[src/rtl/core/cc20_pkg.sv]
// ChaCha20 stream cipher shared types and constants.
// Used by cc20_ctrl, cc20_dp and chacha20_stream_cipher; depends on nothing.
`default_nettype none

package cc20_pkg;

  localparam int unsigned NUM_WORDS = 16;

  localparam logic [31:0] SIGMA [4] = '{
    32'h61707865, 32'h3320646e, 32'h79622d32, 32'h6b206574
  };

  localparam logic [31:0] CNT_RESET = 32'd1;

  localparam int unsigned ROT_A = 16;
  localparam int unsigned ROT_B = 12;
  localparam int unsigned ROT_C = 8;
  localparam int unsigned ROT_D = 7;

  localparam logic [2:0] QR_LAST_COL  = 3'd3;
  localparam logic [2:0] QR_LAST_DIAG = 3'd7;

  localparam logic [2:0] REG_KEY0     = 3'd0;
  localparam logic [2:0] REG_KEY1     = 3'd1;
  localparam logic [2:0] REG_KEY2     = 3'd2;
  localparam logic [2:0] REG_KEY3     = 3'd3;
  localparam logic [2:0] REG_NONCE_LO = 3'd4;
  localparam logic [2:0] REG_NONCE_HI = 3'd5;
  localparam logic [2:0] REG_INIT_CNT = 3'd6;

  typedef enum logic [1:0] {
    ST_IDLE,
    ST_ROUND,
    ST_FEED,
    ST_EMIT
  } cc20_state_e;

  typedef enum logic [1:0] {
    RND_NONE,
    RND_HALF1,
    RND_HALF2
  } cc20_rnd_e;

  typedef enum logic [1:0] {
    PERM_COL,
    PERM_TO_DIAG,
    PERM_FROM_DIAG
  } cc20_perm_e;

  typedef struct packed {
    logic [63:0] key_part_0;
    logic [63:0] key_part_1;
    logic [63:0] key_part_2;
    logic [63:0] key_part_3;
    logic [63:0] nonce_low;
    logic [31:0] nonce_high;
    logic [31:0] initial_counter;
  } cc20_cfg_t;

  typedef struct packed {
    logic       take_in;
    logic       load_init;
    cc20_rnd_e  rnd_op;
    cc20_perm_e perm;
    logic       feed;
    logic       emit;
  } cc20_cmd_t;

  function automatic logic [31:0] rotl(input logic [31:0] v, input int unsigned s);
    return (v << s) | (v >> (32 - s));
  endfunction

endpackage

`default_nettype wire

[src/rtl/core/cc20_ctrl.sv]
// ChaCha20 controller: state machine, round sequencing and output valid.
// Depends on cc20_pkg; drives cc20_dp through cc20_cmd_t.
`default_nettype none

module cc20_ctrl import cc20_pkg::*; #(
  parameter int unsigned DOUBLE_ROUNDS = 10
) (
  input  wire logic      clk_i,
  input  wire logic      rst_ni,
  input  wire logic      in_valid_i,
  output logic           in_stall_o,
  output logic           out_valid_o,
  input  wire logic      out_stall_i,
  input  wire logic      pos_zero_i,
  output cc20_cmd_t      cmd_o
);

  localparam int unsigned DRW = $clog2(DOUBLE_ROUNDS + 1);
  localparam logic [DRW-1:0] DR_LAST = DRW'(DOUBLE_ROUNDS - 1);

  cc20_state_e    state_q, state_d;
  logic           half_q;
  logic [2:0]     qr_q;
  logic [DRW-1:0] dr_q;
  logic           out_valid_q;
  logic           out_free;
  logic           round_done;

  assign out_free   = !out_valid_q || !out_stall_i;
  assign round_done = half_q && (qr_q == QR_LAST_DIAG) && (dr_q == DR_LAST);

  always_comb begin
    state_d = state_q;
    unique case (state_q)
      ST_IDLE: begin
        if (in_valid_i) state_d = pos_zero_i ? ST_ROUND : ST_EMIT;
      end
      ST_ROUND: begin
        if (round_done) state_d = ST_FEED;
      end
      ST_FEED: begin
        state_d = ST_EMIT;
      end
      ST_EMIT: begin
        if (out_free) state_d = ST_IDLE;
      end
      default: state_d = ST_IDLE;
    endcase
  end

  always_comb begin
    cmd_o = '{take_in: 1'b0, load_init: 1'b0, rnd_op: RND_NONE, perm: PERM_COL,
              feed: 1'b0, emit: 1'b0};
    unique case (state_q)
      ST_IDLE: begin
        cmd_o.take_in   = in_valid_i;
        cmd_o.load_init = in_valid_i && pos_zero_i;
      end
      ST_ROUND: begin
        cmd_o.rnd_op = half_q ? RND_HALF2 : RND_HALF1;
        if (qr_q == QR_LAST_COL) begin
          cmd_o.perm = PERM_TO_DIAG;
        end else if (qr_q == QR_LAST_DIAG) begin
          cmd_o.perm = PERM_FROM_DIAG;
        end
      end
      ST_FEED: begin
        cmd_o.feed = 1'b1;
      end
      ST_EMIT: begin
        cmd_o.emit = out_free;
      end
      default: ;
    endcase
  end

  assign in_stall_o  = (state_q != ST_IDLE);
  assign out_valid_o = out_valid_q;

  always_ff @(posedge clk_i or negedge rst_ni) begin
    if (!rst_ni) begin
      state_q     <= ST_IDLE;
      half_q      <= 1'b0;
      qr_q        <= '0;
      dr_q        <= '0;
      out_valid_q <= 1'b0;
    end else begin
      state_q <= state_d;
      if (state_q == ST_ROUND) begin
        half_q <= ~half_q;
        if (half_q) begin
          if (round_done) begin
            qr_q <= '0;
            dr_q <= '0;
          end else begin
            qr_q <= qr_q + 3'd1;
            if (qr_q == QR_LAST_DIAG) dr_q <= dr_q + DRW'(1);
          end
        end
      end
      if (cmd_o.emit) begin
        out_valid_q <= 1'b1;
      end else if (!out_stall_i) begin
        out_valid_q <= 1'b0;
      end
    end
  end

  a_idle_counters_clear: assert property (@(posedge clk_i) disable iff (!rst_ni)
    state_q == ST_IDLE |-> (!half_q && qr_q == 3'd0 && dr_q == '0))
    else $error("round counters not clear in idle");

  a_feed_after_round: assert property (@(posedge clk_i) disable iff (!rst_ni)
    state_q == ST_FEED |-> $past(state_q) == ST_ROUND)
    else $error("feed-forward entered without rounds");

  a_valid_from_emit: assert property (@(posedge clk_i) disable iff (!rst_ni)
    $rose(out_valid_q) |-> $past(state_q) == ST_EMIT)
    else $error("output valid raised outside emit");

  a_no_overwrite: assert property (@(posedge clk_i) disable iff (!rst_ni)
    cmd_o.emit |-> !(out_valid_q && out_stall_i))
    else $error("stalled result overwritten");

endmodule

`default_nettype wire

[src/rtl/core/cc20_dp.sv]
// ChaCha20 datapath: round state, half quarter-round unit, keystream and output.
// Depends on cc20_pkg; controlled by cc20_ctrl.
`default_nettype none

module cc20_dp import cc20_pkg::*; (
  input  wire logic       clk_i,
  input  wire logic       rst_ni,
  input  wire cc20_cfg_t  cfg_i,
  input  wire cc20_cmd_t  cmd_i,
  input  wire logic [7:0] data_byte_i,
  input  wire logic       last_byte_i,
  output logic            pos_zero_o,
  output logic [7:0]      out_byte_o,
  output logic            out_last_o
);

  logic [31:0] cnt_q, cnt_d;
  logic [5:0]  pos_q, pos_d;
  logic [31:0] w_q  [NUM_WORDS];
  logic [31:0] w_d  [NUM_WORDS];
  logic [31:0] ks_q [NUM_WORDS];
  logic [31:0] init_w [NUM_WORDS];
  logic [31:0] qr_w   [NUM_WORDS];
  logic [31:0] p_col  [NUM_WORDS];
  logic [31:0] p_to   [NUM_WORDS];
  logic [31:0] p_from [NUM_WORDS];
  logic [31:0] a1, b1, c1, d1;
  logic [31:0] ks_word;
  logic [7:0]  din_q;
  logic        dlast_q;
  logic [7:0]  ob_q;
  logic        olast_q;

  always_comb begin
    for (int i = 0; i < 4; i++) init_w[i] = SIGMA[i];
    init_w[4]  = cfg_i.key_part_0[31:0];
    init_w[5]  = cfg_i.key_part_0[63:32];
    init_w[6]  = cfg_i.key_part_1[31:0];
    init_w[7]  = cfg_i.key_part_1[63:32];
    init_w[8]  = cfg_i.key_part_2[31:0];
    init_w[9]  = cfg_i.key_part_2[63:32];
    init_w[10] = cfg_i.key_part_3[31:0];
    init_w[11] = cfg_i.key_part_3[63:32];
    init_w[12] = cnt_q;
    init_w[13] = cfg_i.nonce_low[31:0];
    init_w[14] = cfg_i.nonce_low[63:32];
    init_w[15] = cfg_i.nonce_high;
  end

  always_comb begin
    a1 = w_q[0] + w_q[4];
    d1 = (cmd_i.rnd_op == RND_HALF2) ? rotl(w_q[12] ^ a1, ROT_C) : rotl(w_q[12] ^ a1, ROT_A);
    c1 = w_q[8] + d1;
    b1 = (cmd_i.rnd_op == RND_HALF2) ? rotl(w_q[4] ^ c1, ROT_D) : rotl(w_q[4] ^ c1, ROT_B);
    qr_w     = w_q;
    qr_w[0]  = a1;
    qr_w[4]  = b1;
    qr_w[8]  = c1;
    qr_w[12] = d1;
  end

  always_comb begin
    for (int r = 0; r < 4; r++) begin
      for (int c = 0; c < 4; c++) begin
        p_col[4*r+c]  = qr_w[4*r + ((c + 1) & 3)];
        p_to[4*r+c]   = qr_w[4*r + ((c + 1 + r) & 3)];
        p_from[4*r+c] = qr_w[4*r + ((c + 5 - r) & 3)];
      end
    end
  end

  always_comb begin
    w_d = w_q;
    if (cmd_i.load_init) begin
      w_d = init_w;
    end else begin
      case (cmd_i.rnd_op)
        RND_HALF1: w_d = qr_w;
        RND_HALF2: begin
          case (cmd_i.perm)
            PERM_TO_DIAG:   w_d = p_to;
            PERM_FROM_DIAG: w_d = p_from;
            default:        w_d = p_col;
          endcase
        end
        default: ;
      endcase
    end
  end

  always_comb begin
    cnt_d = cnt_q;
    pos_d = pos_q;
    if (cmd_i.feed) cnt_d = cnt_q + 32'd1;
    if (cmd_i.emit) begin
      if (dlast_q) begin
        cnt_d = cfg_i.initial_counter;
        pos_d = '0;
      end else begin
        pos_d = pos_q + 6'd1;
      end
    end
  end

  assign ks_word = ks_q[pos_q[5:2]];

  always_ff @(posedge clk_i or negedge rst_ni) begin
    if (!rst_ni) begin
      cnt_q <= CNT_RESET;
      pos_q <= '0;
    end else begin
      cnt_q <= cnt_d;
      pos_q <= pos_d;
    end
  end

  always_ff @(posedge clk_i) begin
    w_q <= w_d;
    if (cmd_i.feed) begin
      for (int k = 0; k < NUM_WORDS; k++) ks_q[k] <= w_q[k] + init_w[k];
    end
    if (cmd_i.take_in) begin
      din_q   <= data_byte_i;
      dlast_q <= last_byte_i;
    end
    if (cmd_i.emit) begin
      ob_q    <= din_q ^ ks_word[8*pos_q[1:0] +: 8];
      olast_q <= dlast_q;
    end
  end

  assign pos_zero_o = (pos_q == 6'd0);
  assign out_byte_o = ob_q;
  assign out_last_o = olast_q;

endmodule

`default_nettype wire

[src/rtl/core/chacha20_stream_cipher.sv]
// ChaCha20 stream cipher top level: configuration registers and the
// controller/datapath pair. Depends on cc20_pkg, cc20_ctrl and cc20_dp.
//
// Usage: each input transfer carries one data byte and a last flag; each
// output transfer returns the byte XORed with keystream plus the same flag.
// Key, nonce and initial counter sit behind the APB port (64-bit data,
// register i at byte address 8*i); the user must write them only while the
// block is idle, which the block itself does not enforce. A byte within a
// keystream block passes through the emit state into the output register
// once that register is free. The first byte of each 64-byte block (and the
// first byte after a byte marked last) waits for the block build: DOUBLE_ROUNDS
// double rounds on the shared half quarter-round unit, then the feed-forward
// step and the output step. The block takes no new input byte until the
// previous one has gone to the output register.
// Reset clears the byte position and loads the block counter with 1.
// While the receiver stalls, the result holds in the output register; the
// block takes one more input transfer and holds its result until the
// output register frees up.
`default_nettype none

module chacha20_stream_cipher import cc20_pkg::*; #(
  parameter int unsigned DOUBLE_ROUNDS = 10
) (
  input  wire logic        clk_i,
  input  wire logic        rst_ni,
  input  wire logic        in_valid_i,
  output logic             in_stall_o,
  input  wire logic [7:0]  data_byte_i,
  input  wire logic        last_byte_i,
  output logic             out_valid_o,
  input  wire logic        out_stall_i,
  output logic [7:0]       out_byte_o,
  output logic             out_last_o,
  input  wire logic        psel,
  input  wire logic        penable,
  input  wire logic        pwrite,
  input  wire logic [5:0]  paddr,
  input  wire logic [63:0] pwdata,
  output logic [63:0]      prdata,
  output logic             pready
);

  cc20_cfg_t  cfg_q;
  cc20_cmd_t  cmd;
  logic       pos_zero;
  logic       wr_en;
  logic [2:0] reg_idx;

  assign pready  = 1'b1;
  assign wr_en   = psel && penable && pwrite && pready;
  assign reg_idx = paddr[5:3];

  always_ff @(posedge clk_i or negedge rst_ni) begin
    if (!rst_ni) begin
      cfg_q <= '{key_part_0: '0, key_part_1: '0, key_part_2: '0, key_part_3: '0,
                 nonce_low: '0, nonce_high: '0, initial_counter: CNT_RESET};
    end else if (wr_en) begin
      unique case (reg_idx)
        REG_KEY0:     cfg_q.key_part_0      <= pwdata;
        REG_KEY1:     cfg_q.key_part_1      <= pwdata;
        REG_KEY2:     cfg_q.key_part_2      <= pwdata;
        REG_KEY3:     cfg_q.key_part_3      <= pwdata;
        REG_NONCE_LO: cfg_q.nonce_low       <= pwdata;
        REG_NONCE_HI: cfg_q.nonce_high      <= pwdata[31:0];
        REG_INIT_CNT: cfg_q.initial_counter <= pwdata[31:0];
        default: ;
      endcase
    end
  end

  always_comb begin
    unique case (reg_idx)
      REG_KEY0:     prdata = cfg_q.key_part_0;
      REG_KEY1:     prdata = cfg_q.key_part_1;
      REG_KEY2:     prdata = cfg_q.key_part_2;
      REG_KEY3:     prdata = cfg_q.key_part_3;
      REG_NONCE_LO: prdata = cfg_q.nonce_low;
      REG_NONCE_HI: prdata = {32'd0, cfg_q.nonce_high};
      REG_INIT_CNT: prdata = {32'd0, cfg_q.initial_counter};
      default:      prdata = '0;
    endcase
  end

  cc20_ctrl #(
    .DOUBLE_ROUNDS(DOUBLE_ROUNDS)
  ) u_ctrl (
    .clk_i      (clk_i),
    .rst_ni     (rst_ni),
    .in_valid_i (in_valid_i),
    .in_stall_o (in_stall_o),
    .out_valid_o(out_valid_o),
    .out_stall_i(out_stall_i),
    .pos_zero_i (pos_zero),
    .cmd_o      (cmd)
  );

  cc20_dp u_dp (
    .clk_i      (clk_i),
    .rst_ni     (rst_ni),
    .cfg_i      (cfg_q),
    .cmd_i      (cmd),
    .data_byte_i(data_byte_i),
    .last_byte_i(last_byte_i),
    .pos_zero_o (pos_zero),
    .out_byte_o (out_byte_o),
    .out_last_o (out_last_o)
  );

endmodule

`default_nettype wire

[config.mk]
export PLATFORM = sky130hd
export DESIGN_NAME = chacha20_stream_cipher
export DESIGN_NICKNAME = d
export VERILOG_FILES = /design/src/rtl/core/cc20_pkg.sv /design/src/rtl/core/cc20_ctrl.sv /design/src/rtl/core/cc20_dp.sv /design/src/rtl/core/chacha20_stream_cipher.sv
export SDC_FILE = /design/constraint.sdc
export NUM_CORES = 2
export LEC_CHECK = 0
export BUFFER_PORTS_ARGS = -buffer_cell sky130_fd_sc_hd__buf_2
export CAP_MARGIN = 20
export CORE_ASPECT_RATIO = 0.9
export CORE_MARGIN = 1.5
export CORE_UTILIZATION = 35
export CTS_BUF_LIST = sky130_fd_sc_hd__clkbuf_8
export CTS_CLUSTER_DIAMETER = 40
export DETAILED_ROUTE_END_ITERATION = 16
export SLEW_MARGIN = 25
export SYNTH_ARGS = -nofsm -noshare
export SYNTH_HDL_FRONTEND = slang
export SYNTH_SLANG_ARGS = --single-unit
[constraint.sdc]
create_clock -name clk_i -period 43.3 [get_ports clk_i]
set_input_delay 0 -clock clk_i [delete_from_list [all_inputs] [get_ports clk_i]]
set_output_delay 0 -clock clk_i [all_outputs]
set_load 0.02 [all_outputs]
==> results.py <==
metrics = {
    "clock_network": {
        "cts_made_buffers": 298,
        "clock-sinks": 1475,
        "cts_root_buf": "clkbuf_8",
        "clock_latency_ps": 1010,
        "post_cts_resized": 0,
        "path_clk_slew_ps": 70,
        "htreeDepth": 5,
        "cts_tree": "built",
        "cts.path.max_buffers": 4,
    },
    "sta": {
        "setup_viol": 0,
        "tns_ps": 0,
        "finalCriticalPeriod_ps": 9170,
        "skew_ps": 77.9,
        "max_freq_mhz": 109,
        "hold_viol_final": 0,
        "slew_violations": 0,
        "tightest_slew_ps": 1230,
        "rsz0062_at_grt": "no",
        "fin_ws_ps": 34130,
        "slew_headroom": 0.179,
        "fin_crit_sh": 0.212,
    },
    "global_route": {
        "gr-usage-all-layers": 0.296,
        "grt_pass1_vias": 70935,
        "antenna_found_initial": 61,
        "grt_pass1_wl_microns": 544000,
        "grt_max_degree": 162,
        "overflow": 0,
    },
    "routing": {
        "vias_per_cell": 6.11,
        "drtIter0Drc": 9875,
        "wl_met1_microns": 157000,
        "highest_layer": "met5",
        "wl_met3_microns": 44200,
        "routed_wl_microns": 393000,
        "postRouteAntennaNets": 0,
        "firstDrtPassIters": 6,
        "route.detailed.drc": 0,
        "met2WireLength_microns": 164000,
        "vias": 75095,
        "wl_per_cell_microns": 32.0,
    },
    "place": {
        "globalplace.congestion": 1.03,
        "placed_area_sq_um": 94400,
        "port_buffers": 157,
        "dp_hpwl_microns": 295000,
        "pre_cts_slack_ps": 34490,
    },
    "critical_path": {
        "worst_path_most_repeated_cell": "a21oi_1",
        "worstPathArrival_ps": 9870,
        "crit_fanout": 7,
        "worst_ep_required_time_ps": 44000,
        "end_kind": "flip-flop",
        "cp_slowest_cell": "a21oi_2",
        "max_stage_delay_ps": 920,
        "r2r_slack_ps": 34130,
        "start_kind": "flip-flop",
        "critical_path_class": "reg2reg",
    },
    "synthesis": {
        "synthCells": 8328,
        "ys_ff_latch": 1475,
        "synthSimpleGateAreaFrac": 0.106,
        "synth.area.top_cells": "edfxtp_1 31%, dfrtp_1 12%, ha_1 6.4%, mux4_2 5.3%, mux2_2 4.9%",
        "synth-adder-area-share": 0.0668,
        "yosysTopAreaCell": "edfxtp_1",
        "synth_area_sq_um": 89400,
        "synth_compound_area_frac": 0.167,
        "synthXorXnorAreaFrac": 0.0611,
        "yosys-top-cells-count": "977 x nand2_1, 914 x edfxtp_1, 657 x a21oi_1",
        "avgSynthCellArea_sq_um": 10.7,
        "ys_seq_area_frac": 0.457,
        "synth_edf_count": 914,
        "synth.most_common_cell": "nand2_1",
        "ys_async_sr_fraction": 0.294,
        "synth_top_area_frac": 0.307,
        "yosysWarnings": 0,
        "ys.flop_type": "edfxtp_1",
        "muxShareOfSynthArea": 0.113,
        "syn_nets": 8883,
        "ys_types": 106,
        "synth_top_family_by_area": "compound AO/OA/AOI/OAI gates",
    },
    "floorplan": {
        "rows": 175,
        "die_w_microns": 536,
        "pin_count": 162,
        "fp.coreArea_sq_um": 253000,
        "initial_core_util": 0.353,
        "die-area_sq_um": 258000,
        "die_h_microns": 482,
    },
    "layout": {
        "drive_gt1_frac": 0.169,
        "multi_input_comb_area_sq_um": 46400,
        "stdcell_area_sq_um": 102000,
        "syn_to_final_growth_pct": 14.1,
        "utilization": 0.402,
        "fill_cells": 24420,
        "fin_nets": 9210,
        "seqCellArea_sq_um": 40900,
    },
    "power_and_ir_drop": {
        "p_leak_nw": 41.1,
        "power.density_nw_per_um2": 39.3,
        "pwr-share-seq": 0.428,
        "pwr-share-comb": 0.193,
        "power_switching_w": 0.00127,
        "intPower_w": 0.00274,
        "power.clock.fraction": 0.379,
        "swShare": 0.317,
        "max-vdd-ir-drop_mv": 0.0341,
    },
    "run": {
        "drv_cap": 0,
    },
    "status": {
        "status": "finished, final reports clean",
    },
    "min_path": {
        "worstHoldPathType": "in2reg",
    },
}
[through the flow]
step / hold slack [ps] / power [W] / instances
after floorplan: -296 / 0.00217 / 8328
after global placement: 149 / 0.00247 / 11588
after detailed placement: 168 / 0.00248 / 11588
after CTS: 1.07 / 0.00400 / 12259
after global routing: 27.4 / 0.00414 / 12272
final: 37.7 / 0.00401 / 12287
[sequential cells by signal (all words and copies together), names as in the netlist]
| name | flops |
|---|---|
| cfg_q | 384 |
| u_ctrl.dr_q | 4 |
| u_ctrl.half_q | 1 |
| u_ctrl.out_valid_o | 1 |
| u_ctrl.qr_q | 3 |
| u_ctrl.state_q | 2 |
| u_dp.cnt_q | 32 |
| u_dp.din_q | 8 |
| u_dp.dlast_q | 1 |
| u_dp.ks_q | 512 |
| u_dp.out_byte_o | 8 |
| u_dp.out_last_o | 1 |
| u_dp.p_col | 384 |
| u_dp.pos_q | 6 |
| u_dp.w_q | 128 |
[critical path: cells and delay by family (launching register included)]
family | cells | cell delay, ps
adder cells (fa/ha/maj) | 4 | 1420
AO/OA/AOI/OAI | 13 | 4760
AND/OR/NAND/NOR | 4 | 800
XOR/XNOR | 3 | 1040
flip-flops | 1 | 530
buffers and inverters | 2 | 320
[placed cells by master (no fill, tap or decap), drive strengths merged, types with 314 or more instances in the layout]
cell type  Yosys  layout
edfxtp       914     914
o21ai        551     551
dfrtp        431     431
clkbuf       331     335
a21oi        657     657
xnor2        393     393
ha           455     455
nor2         423     423
buf           84     314
inv          261     365
mux2         391     391
nand2        978     978
[power groups by stage]
stage | registers (W) | logic, W | clock network [W]
floorplan | 0.00167 | 0.000495 | 0
global placement | 0.00174 | 0.000727 | 0
detailed placement | 0.00174 | 0.000738 | 0
CTS | 0.00172 | 0.000755 | 0.00153
global route | 0.00172 | 0.000826 | 0.00159
finish | 0.00172 | 0.000773 | 0.00152
[cells by family after synthesis]
kind of cell,count (synthesis)
other,1
buffers and inverters,678
AND/OR/NAND/NOR,2105
adder cells (fa/ha/maj),469
AO/OA/AOI/OAI,2308
flip-flops,1475
XOR/XNOR,599
multiplexers,693
[layer usage]
metal | vias to the layer above | GRT usage
met5 | - | 0.00384
met4 | 64 | 0.170
met3 | 959 | 0.0834
met2 | 4544 | 0.433
met1 | 37589 | 0.391
li1 | 31939 | -
[final timing paths]
path | startpoint | end | cells after the start
max in group asynchronous | rst_ni | u_dp.pos_q[3] | 6
min in group asynchronous | rst_ni | cfg_q[243] | 4
worst max-delay path | u_dp.w_q[352] | u_dp.w_q[357] | 26
worst max register to register | u_dp.w_q[352] | u_dp.w_q[357] | 26
worst min register to register | u_dp.p_col[417] | u_dp.ks_q[3][1] | 0
worst min-delay path | pwdata[13] | cfg_q[333] | 3
[what timing repair did]
action | 4_1_cts | 5_1_grt
hold buffers | 129 | 0
buffers inserted | 0 | 0
hold endpoints to repair | 558 | 0
[cell type report]
cell class,count,share of cell area
flip-flops and latches,1475,0.401
inverters,263,0.00973
clock inverters,207,0.0147
well taps,3363,0.0413
multi-input cells,6175,0.455
clock buffers,335,0.0452
diodes,27,0.000663
repair buffers,442,0.0331
Power figures use the tool's default switching activity.
